$ cat src/sv/mrlp_pkg.sv
package mrlp_pkg;

    // One character of a literal, as it arrives.
    typedef struct packed {
        logic [7:0] ch;
        logic       last;
    } t_in;

    // One parsed literal, as it leaves.
    typedef struct packed {
        logic [63:0] value;
        logic [1:0]  status;
        logic [2:0]  format;
    } t_out;

    // A character after classification by the front end.
    typedef struct packed {
        logic       last;
        logic       body;     // third or later character: part of a prefixed body
        logic       set_px;   // completes a leading "0x"
        logic       set_pb;   // completes a leading "0b"
        logic [3:0] digit;    // value of the character as a hex digit
        logic       hex_ok;
        logic       bin_ok;
        logic       dec_ok;
        logic       is_h;
        logic       is_b;
    } t_cls;

    localparam logic [1:0] ST_OK       = 2'd0;
    localparam logic [1:0] ST_BAD      = 2'd1;
    localparam logic [1:0] ST_OVERFLOW = 2'd2;

    localparam logic [2:0] FMT_HEX_PREFIX = 3'd0;
    localparam logic [2:0] FMT_HEX_SUFFIX = 3'd1;
    localparam logic [2:0] FMT_BIN_PREFIX = 3'd2;
    localparam logic [2:0] FMT_BIN_SUFFIX = 3'd3;
    localparam logic [2:0] FMT_DEC        = 3'd4;

    // Largest decimal accumulator that may still take a further digit.
    localparam logic [63:0] DEC_LIMIT_DIV10 = 64'd1844674407370955161;

endpackage

$ cat src/sv/mrlp_front.sv
module mrlp_front
    import mrlp_pkg::*;
(
    input  logic i_clk,
    input  logic i_rst_n,
    input  t_in  i_in,
    input  logic i_push,
    output t_cls o_cls
);

    logic [1:0] r_position;
    logic [1:0] n_position;
    logic [7:0] r_prev_char;
    logic [7:0] n_prev_char;
    logic [7:0] c;
    logic       prefix_slot;

    assign c           = i_in.ch;
    assign prefix_slot = (r_position == 2'd1) && (r_prev_char == "0");

    always_comb begin
        o_cls        = '0;
        o_cls.last   = i_in.last;
        o_cls.body   = (r_position == 2'd2);
        o_cls.set_px = prefix_slot && (c == "x");
        o_cls.set_pb = prefix_slot && (c == "b");
        o_cls.bin_ok = (c == "0") || (c == "1");
        o_cls.dec_ok = (c >= "0") && (c <= "9");
        o_cls.is_h   = (c == "H") || (c == "h");
        o_cls.is_b   = (c == "B") || (c == "b");
        if ((c >= "0") && (c <= "9")) begin
            o_cls.hex_ok = 1'b1;
            o_cls.digit  = 4'(c - 8'h30);
        end else if ((c >= "A") && (c <= "F")) begin
            o_cls.hex_ok = 1'b1;
            o_cls.digit  = 4'(c - 8'h37);
        end else if ((c >= "a") && (c <= "f")) begin
            o_cls.hex_ok = 1'b1;
            o_cls.digit  = 4'(c - 8'h57);
        end
    end

    // The position count saturates at two and starts again after a final character.
    always_comb begin
        n_position  = r_position;
        n_prev_char = r_prev_char;
        if (i_push) begin
            if (i_in.last) begin
                n_position  = 2'd0;
                n_prev_char = 8'd0;
            end else begin
                n_prev_char = c;
                if (r_position != 2'd2) begin
                    n_position = r_position + 2'd1;
                end
            end
        end
    end

    always_ff @(posedge i_clk) begin
        if (!i_rst_n) begin
            r_position  <= 2'd0;
            r_prev_char <= 8'd0;
        end else begin
            r_position  <= n_position;
            r_prev_char <= n_prev_char;
        end
    end

endmodule

$ cat src/sv/mrlp_queue.sv
module mrlp_queue
    import mrlp_pkg::*;
(
    input  logic i_clk,
    input  logic i_rst_n,
    input  logic i_push,
    input  t_cls i_data,
    input  logic i_pop,
    output t_cls o_data,
    output logic o_full,
    output logic o_empty
);

    t_cls       r_mem [2];
    logic [1:0] r_count;
    logic [1:0] n_count;
    logic       r_wr_ptr;
    logic       r_rd_ptr;

    assign o_full  = (r_count == 2'd2);
    assign o_empty = (r_count == 2'd0);
    assign o_data  = r_mem[r_rd_ptr];

    always_comb begin
        n_count = r_count;
        if (i_push && !i_pop) begin
            n_count = r_count + 2'd1;
        end else if (!i_push && i_pop) begin
            n_count = r_count - 2'd1;
        end
    end

    always_ff @(posedge i_clk) begin
        if (i_push) begin
            r_mem[r_wr_ptr] <= i_data;
        end
    end

    always_ff @(posedge i_clk) begin
        if (!i_rst_n) begin
            r_count  <= 2'd0;
            r_wr_ptr <= 1'b0;
            r_rd_ptr <= 1'b0;
        end else begin
            r_count <= n_count;
            if (i_push) begin
                r_wr_ptr <= ~r_wr_ptr;
            end
            if (i_pop) begin
                r_rd_ptr <= ~r_rd_ptr;
            end
        end
    end

endmodule

$ cat src/sv/mrlp_back.sv
module mrlp_back
    import mrlp_pkg::*;
(
    input  logic i_clk,
    input  logic i_rst_n,
    input  t_cls i_cls,
    input  logic i_q_empty,
    output logic o_pop,
    output logic o_out_valid,
    input  logic i_out_stall,
    output t_out o_out
);

    // Bad-body bits, one per format in format order.
    logic [4:0]  r_bad,  n_bad;
    logic [4:0]  r_ovf,  n_ovf;
    logic        r_seen_h, n_seen_h;
    logic        r_seen_b, n_seen_b;
    logic        r_px, n_px;
    logic        r_pb, n_pb;
    logic        r_body_pre, n_body_pre;   // a character after a two-character prefix
    logic        r_body_suf, n_body_suf;   // a character before the final one
    logic [63:0] r_hex0, n_hex0;
    logic [63:0] r_hex1, n_hex1;
    logic [63:0] r_bin0, n_bin0;
    logic [63:0] r_bin1, n_bin1;
    logic [63:0] r_dec,  n_dec;
    logic        r_out_valid;
    t_out        r_out;
    t_out        n_res;
    logic [2:0]  sel;

    assign o_pop       = !i_q_empty && (!i_cls.last || !r_out_valid || !i_out_stall);
    assign o_out_valid = r_out_valid;
    assign o_out       = r_out;

    always_comb begin
        n_bad      = r_bad;
        n_ovf      = r_ovf;
        n_seen_h   = r_seen_h;
        n_seen_b   = r_seen_b;
        n_px       = r_px || i_cls.set_px;
        n_pb       = r_pb || i_cls.set_pb;
        n_body_pre = r_body_pre;
        n_body_suf = r_body_suf;
        n_hex0     = r_hex0;
        n_hex1     = r_hex1;
        n_bin0     = r_bin0;
        n_bin1     = r_bin1;
        n_dec      = r_dec;

        if (i_cls.body) begin
            n_body_pre = 1'b1;
            if (i_cls.hex_ok) begin
                n_ovf[0] = r_ovf[0] || (r_hex0[63:60] != 4'd0);
                n_hex0   = {r_hex0[59:0], i_cls.digit};
            end else begin
                n_bad[0] = 1'b1;
            end
            if (i_cls.bin_ok) begin
                n_ovf[2] = r_ovf[2] || r_bin0[63];
                n_bin0   = {r_bin0[62:0], i_cls.digit[0]};
            end else begin
                n_bad[2] = 1'b1;
            end
        end

        if (!i_cls.last) begin
            n_body_suf = 1'b1;
            if (i_cls.hex_ok) begin
                n_ovf[1] = r_ovf[1] || (r_hex1[63:60] != 4'd0);
                n_hex1   = {r_hex1[59:0], i_cls.digit};
            end else begin
                n_bad[1] = 1'b1;
            end
            if (i_cls.bin_ok) begin
                n_ovf[3] = r_ovf[3] || r_bin1[63];
                n_bin1   = {r_bin1[62:0], i_cls.digit[0]};
            end else begin
                n_bad[3] = 1'b1;
            end
            n_seen_h = r_seen_h || i_cls.is_h;
            n_seen_b = r_seen_b || i_cls.is_b;
        end

        // Times ten as two shifted copies, plus the new digit.
        if (i_cls.dec_ok) begin
            n_ovf[4] = r_ovf[4] || (r_dec > DEC_LIMIT_DIV10) ||
                       ((r_dec == DEC_LIMIT_DIV10) && (i_cls.digit > 4'd5));
            n_dec    = {r_dec[60:0], 3'b000} + {r_dec[62:0], 1'b0} + {60'd0, i_cls.digit};
        end else begin
            n_bad[4] = 1'b1;
        end
    end

    // Format priority: 0x prefix, lone H suffix, 0b prefix, lone B suffix, decimal.
    always_comb begin
        logic        empty;
        logic [63:0] val;
        empty = 1'b0;
        val   = n_dec;
        sel   = FMT_DEC;
        if (n_px) begin
            sel   = FMT_HEX_PREFIX;
            empty = !n_body_pre;
            val   = n_hex0;
        end else if (i_cls.is_h && !n_seen_h) begin
            sel   = FMT_HEX_SUFFIX;
            empty = !n_body_suf;
            val   = n_hex1;
        end else if (n_pb) begin
            sel   = FMT_BIN_PREFIX;
            empty = !n_body_pre;
            val   = n_bin0;
        end else if (i_cls.is_b && !n_seen_b) begin
            sel   = FMT_BIN_SUFFIX;
            empty = !n_body_suf;
            val   = n_bin1;
        end
        n_res.format = sel;
        n_res.value  = 64'd0;
        if (n_bad[sel] || empty) begin
            n_res.status = ST_BAD;
        end else if (n_ovf[sel]) begin
            n_res.status = ST_OVERFLOW;
        end else begin
            n_res.status = ST_OK;
            n_res.value  = val;
        end
    end

    always_ff @(posedge i_clk) begin
        if (o_pop && i_cls.last) begin
            r_out <= n_res;
        end
    end

    always_ff @(posedge i_clk) begin
        if (!i_rst_n || (o_pop && i_cls.last)) begin
            r_bad      <= '0;
            r_ovf      <= '0;
            r_seen_h   <= 1'b0;
            r_seen_b   <= 1'b0;
            r_px       <= 1'b0;
            r_pb       <= 1'b0;
            r_body_pre <= 1'b0;
            r_body_suf <= 1'b0;
            r_hex0     <= '0;
            r_hex1     <= '0;
            r_bin0     <= '0;
            r_bin1     <= '0;
            r_dec      <= '0;
        end else if (o_pop) begin
            r_bad      <= n_bad;
            r_ovf      <= n_ovf;
            r_seen_h   <= n_seen_h;
            r_seen_b   <= n_seen_b;
            r_px       <= n_px;
            r_pb       <= n_pb;
            r_body_pre <= n_body_pre;
            r_body_suf <= n_body_suf;
            r_hex0     <= n_hex0;
            r_hex1     <= n_hex1;
            r_bin0     <= n_bin0;
            r_bin1     <= n_bin1;
            r_dec      <= n_dec;
        end
    end

    always_ff @(posedge i_clk) begin
        if (!i_rst_n) begin
            r_out_valid <= 1'b0;
        end else if (o_pop && i_cls.last) begin
            r_out_valid <= 1'b1;
        end else if (!i_out_stall) begin
            r_out_valid <= 1'b0;
        end
    end

endmodule

$ cat src/sv/multi_radix_literal_parser.sv
// Parser for one unsigned 64-bit integer literal, fed one character per request.
// Input channel: i_in_valid, o_in_stall and i_in (character and a final-character
// flag). Output channel: o_out_valid, i_out_stall and o_out (value, status, format).
// Only a request that carries the final character produces an output request.
// The format is 0x prefix, lone H suffix, 0b prefix, lone B suffix or decimal,
// in that order of priority; a bad format is reported ahead of an overflow, and
// the value reads as zero whenever the status is not ok.
// Throughput is one character per cycle while o_in_stall is low. The result of a
// final character is registered in the two-entry queue and then in the back
// end's output register before it shows on o_out_valid; the back end's decimal
// multiply-by-ten-and-add is the longest path.
// Reset clears the position tracking, every accumulator and flag, and o_out_valid,
// and empties the queue; after reset the block is ready at once.
// While the receiver stalls, the result holds still and the back end keeps
// folding characters of the next literal; only the next final character waits,
// and once the queue fills, o_in_stall rises.
module multi_radix_literal_parser
    import mrlp_pkg::*;
(
    input  logic i_clk,
    input  logic i_rst_n,
    input  logic i_in_valid,
    output logic o_in_stall,
    input  t_in  i_in,
    output logic o_out_valid,
    input  logic i_out_stall,
    output t_out o_out
);

    t_cls cls_in;
    t_cls cls_out;
    logic push;
    logic pop;
    logic q_full;
    logic q_empty;

    // The stall depends only on the queue's fill level, never on the valid.
    assign o_in_stall = q_full;
    assign push       = i_in_valid && !q_full;

    // The front end tracks the first two characters to spot a prefix and
    // classifies every character against each radix.
    mrlp_front u_front (
        .i_clk   (i_clk),
        .i_rst_n (i_rst_n),
        .i_in    (i_in),
        .i_push  (push),
        .o_cls   (cls_in)
    );

    // A short queue parts the two halves so that each can stall on its own.
    mrlp_queue u_queue (
        .i_clk   (i_clk),
        .i_rst_n (i_rst_n),
        .i_push  (push),
        .i_data  (cls_in),
        .i_pop   (pop),
        .o_data  (cls_out),
        .o_full  (q_full),
        .o_empty (q_empty)
    );

    // The back end folds each character into those of the five accumulators whose
    // body it belongs to, and settles the format and status on the final character.
    mrlp_back u_back (
        .i_clk       (i_clk),
        .i_rst_n     (i_rst_n),
        .i_cls       (cls_out),
        .i_q_empty   (q_empty),
        .o_pop       (pop),
        .o_out_valid (o_out_valid),
        .i_out_stall (i_out_stall),
        .o_out       (o_out)
    );

endmodule

$ cat config.mk
export PLATFORM = sky130hd
export DESIGN_NAME = multi_radix_literal_parser
export DESIGN_NICKNAME = d
export VERILOG_FILES = /design/src/sv/mrlp_pkg.sv /design/src/sv/mrlp_front.sv /design/src/sv/mrlp_queue.sv /design/src/sv/mrlp_back.sv /design/src/sv/multi_radix_literal_parser.sv
export SDC_FILE = /design/constraint.sdc
export NUM_CORES = 1
export LEC_CHECK = 0
export ABC_AREA = 1
export BUFFER_PORTS_ARGS = -buffer_cell sky130_fd_sc_hd__buf_2
export CAP_MARGIN = 5
export CORE_ASPECT_RATIO = 0.6
export CORE_MARGIN = 5
export CORE_UTILIZATION = 35
export DETAILED_ROUTE_END_ITERATION = 16
export GPL_ROUTABILITY_DRIVEN = 0
export PLACE_DENSITY = 0.48
export SETUP_SLACK_MARGIN = 0.15
export SYNTH_ARGS = -nofsm -noshare
export SYNTH_HDL_FRONTEND = slang
export SYNTH_SLANG_ARGS = --single-unit
export TNS_END_PERCENT = 5
$ cat constraint.sdc
create_clock -name i_clk -period 5.4 [get_ports i_clk]
set_input_delay 0.81 -clock i_clk [delete_from_list [all_inputs] [get_ports i_clk]]
set_output_delay 0.81 -clock i_clk [all_outputs]
set_load 0.01 [all_outputs]
==> flow_summary_export.csv <==
group,metric,value,unit
drt,first_pass_iters,6,
clocking,cts_resized,0,
power,comb_power_share,0.550,
clocking,cts.sink_count,447,
cells_and_area,fillers,8869,
clocking,clockBufferDepth,3,
drt,vias_per_cell,5.23,
grt,grt_usage,0.241,
setup_path,reg2reg_to,"u_back.o_out[11]",
die,pin_count,84,
sta,fmax,250,MHz
synth,seq_area_frac_synth,0.344,
synth,avgSynthCellArea,6.52,um^2
clocking,cts_buffers,48,
outcome,status,"finished clean",
power,switchingPower,11.0,mW
sta,fin_skew,0.0571,ns
die,die-area,88300,um^2
clocking,clk_latency,0.65,ns
power,seq_power_share,0.288,
clocking,cts_tree,"yes",
grt,antenna_found_initial,2,
power,leakage,14.4,nW
drt,vias,28700,
grt,grt_first_pass_wirelength,165000,um
grt,grt_max_degree,234,
sta,rsz0062_at_grt,"false",
synth,synth.distinct_cells,53,
drt,wl_per_cell,20.1,um
sta,finalHoldViolCount,0,
power,swShare,0.517,
clocking,cts_setup_buffers,0,
clocking,cts.clk_slew.worst_paths,0.06,ns
cells_and_area,drive_gt1_frac,0.0690,
synth,syn_inst,4417,
clocking,cts_hold_buf,0,
synth,synthMostInstantiatedCell,"nand2_1",
placed_design,port_buffers,83,
die,die_w,380,um
sta,fin_setup_tns,0,ns
synth,synth_seq_cells,447,
drt,drtIter0Drc,3043,
cells_and_area,multi_input_area,15900,um^2
synth,ys.flop_type,"dfxtp_1",
grt,grt_overflow,0,
power,power.density,673,nW/um^2
synth,synth_area,28800,um^2
cells_and_area,area_growth,10.0,%
setup_path,crit_path_end_kind,"flop",
worst_hold_path,min_from,"i_in[0]",
synth,synth_common_cells,"nand2_1 (1410), inv_1 (529), o21ai_0 (411), dfxtp_1 (352), a21oi_1 (277)",
sta,slew_violations,0,
cells_and_area,ff_latch_area,9900,um^2
setup_path,crit_path_max_fanout,14,
cells_and_area,fin_util,0.389,
placed_design,hpwl,80400,um
power,power.internal,10.3,mW
synth,syn_nets,4561,
grt,grt_pass1_vias,25500,
sta,relSlewSlack,0.236,
synth,synth_area_leader_cell,"dfxtp_1",
power,power_frac_clock,0.161,
worst_hold_path,worstHoldPathCells,1,
setup_path,critPathArrivalTime,4.35,ns
sta,period_needed,4.00,ns
power,peakVddDrop,0.000701,V
setup_path,worstPathRequired,5.75,ns
setup_path,reg2reg_depth,18,
die,coreArea,81500,um^2
worst_hold_path,min_path_type,"primary input to flop",
synth,synth-edff-count,95,
synth,synth_top_area_frac,0.245,
sta,min_period_over_period,0.741,
drt,drc_errors,0,
die,die_height,232,um
setup_path,reg2reg_setup_slack,1.40,ns
drt,totalWireLength,110000,um
worst_hold_path,hold_end,"u_queue.r_mem[1][12]",
synth,yosys-top-cells-area,"dfxtp_1 (24%), nand2_1 (18%), edfxtp_1 (9.9%)",
flow_run,cap_violations,0,
drt,postRouteAntennaNets,0,
die,rows,81,
die,initial_core_util,0.353,
setup_path,cp-start-kind,"flop",
sta,setup_viol,0,
clocking,root_buffer,"clkbuf_16",
setup_path,path_class,"flop to flop",
cells_and_area,layout.nets,4509,
synth,synthArstFlopShare,0,
sta,tightest_slew,1.15,ns
synth,yosys_warnings,0,
clocking,h-tree-depth,2,
==> worst max-delay path by stage <==
stage	from	to	slack, ns
floorplan	flop	u_back.o_out[23]	2.23
global placement	flop	u_back.o_out[30]	1.64
detailed placement	flop	u_back.o_out[11]	1.60
CTS	flop	u_back.o_out[11]	1.52
global route	flop	u_back.o_out[11]	1.23
finish	flop	u_back.o_out[11]	1.40
==> critical path: stages (launching register included) <==
cell	delay [ns]
dfxtp_1	0.32
buf_4	0.20
nand2_1	0.07
nand2_1	0.17
ha_1	0.35
ha_1	0.23
inv_1	0.07
fa_1	0.40
inv_1	0.10
nand3_1	0.07
nand2_1	0.17
xnor2_1	0.17
nand2_1	0.06
o21ai_0	0.20
nor2_1	0.14
o31ai_1	0.65
nand3_1	0.12
o21ai_0	0.12
nor2_1	0.06
==> layout make-up <==
cell class	count	share of cell area
multi-input combinational	3196	0.502
sequential	447	0.313
inverter	541	0.0647
clock buffer	68	0.0435
tap	1079	0.0426
timing repair buffer	131	0.0276
clock inverter	21	0.00751
antenna	1	0.0000790
==> power by group through the flow <==
stage                     sequential (mW)  clock, mW  combinational [mW]
after floorplan                      5.83          0                7.80
after global placement               6.19          0                11.6
after detailed placement             6.17          0                11.6
after CTS                            6.11       3.52                11.6
after global routing                 6.30       3.65                13.0
final                                6.14       3.44                11.7
==> metal layers <==
| layer | wire length [um] | global-route usage | up-vias |
|---|---|---|---|
| met1 | 58800 | 0.399 | 13300 |
| met3 | 9530 | 0.0457 | 81 |
| met5 | 0 | 0 | - |
| met4 | 1100 | 0.0311 | 0 |
| met2 | 40600 | 0.320 | 969 |
| li1 | - | - | 14300 |
==> sequential cells by signal, summed over array words and instances, names as in the netlist, named ones only <==
| register | cells |
|---|---|
| u_back.r_pb | 1 |
| u_back.r_seen_b | 1 |
| u_back.r_body_pre | 1 |
| u_back.r_bin1 | 64 |
| u_back.o_out | 69 |
| u_back.r_ovf | 5 |
| u_back.o_out_valid | 1 |
| u_queue.r_wr_ptr | 1 |
| u_back.r_hex1 | 64 |
| u_queue.r_rd_ptr | 1 |
| u_back.r_dec | 64 |
| u_back.r_bad | 5 |
| u_front.r_position | 2 |
| u_back.r_bin0 | 64 |
| u_queue.r_mem | 26 |
| u_back.r_px | 1 |
| u_back.r_body_suf | 1 |
| u_back.r_hex0 | 64 |
| u_front.r_prev_char | 8 |
| u_back.r_seen_h | 1 |
| u_queue.r_count | 2 |
==> cell families (layout without fill, tap and decap cells) <==
logic type      after synthesis  count (layout)  synth area share
mux                          14              14           0.00487
compound gates              986             986             0.192
other cells                   0               1                 0
buf+inv                     774             761             0.106
flops                       447             447             0.344
fa+ha+maj                   131             131            0.0574
xor+xnor                     25              25           0.00760
simple gates               2040            2040             0.288
==> stage by stage <==
| stage | hold WS (ns) | power (mW) | worst slack, ns | cells | cell area (um^2) |
|---|---|---|---|---|---|
| after floorplan | 0.425 | 13.6 | 2.23 | 4417 | 28800 |
| after global placement | 0.443 | 17.7 | 1.64 | 5393 | 30100 |
| after detailed placement | 0.447 | 17.7 | 1.60 | 5393 | 30100 |
| after CTS | 0.382 | 21.2 | 1.52 | 5482 | 31700 |
| after global routing | 0.405 | 22.9 | 1.23 | 5483 | 31700 |
| final | 0.423 | 21.3 | 1.40 | 5484 | 31700 |
==> placed cells by master (no fill, tap or decap), drive strengths merged, types with 2 or more instances in the layout <==
master and instances:
nand3b 3, a22oi 3, edfxtp 95, clkbuf 68, a21oi 313, and2 45, nand4 12, o21ai 415
mux2i 14, a211oi 4, o21bai 4, nor4 7, dfxtp 352, inv 540, a31oi 122, o211ai 61
nand3 193, ha 129, o31ai 3, bufinv 2, nand2 1416, buf 131, clkinv 20, nor3 31
or2 54, fa 2, o21a 7, xnor2 18, xor2 7, nor2 279, o22ai 49
Note: power is estimated with default switching activity, not from simulation.
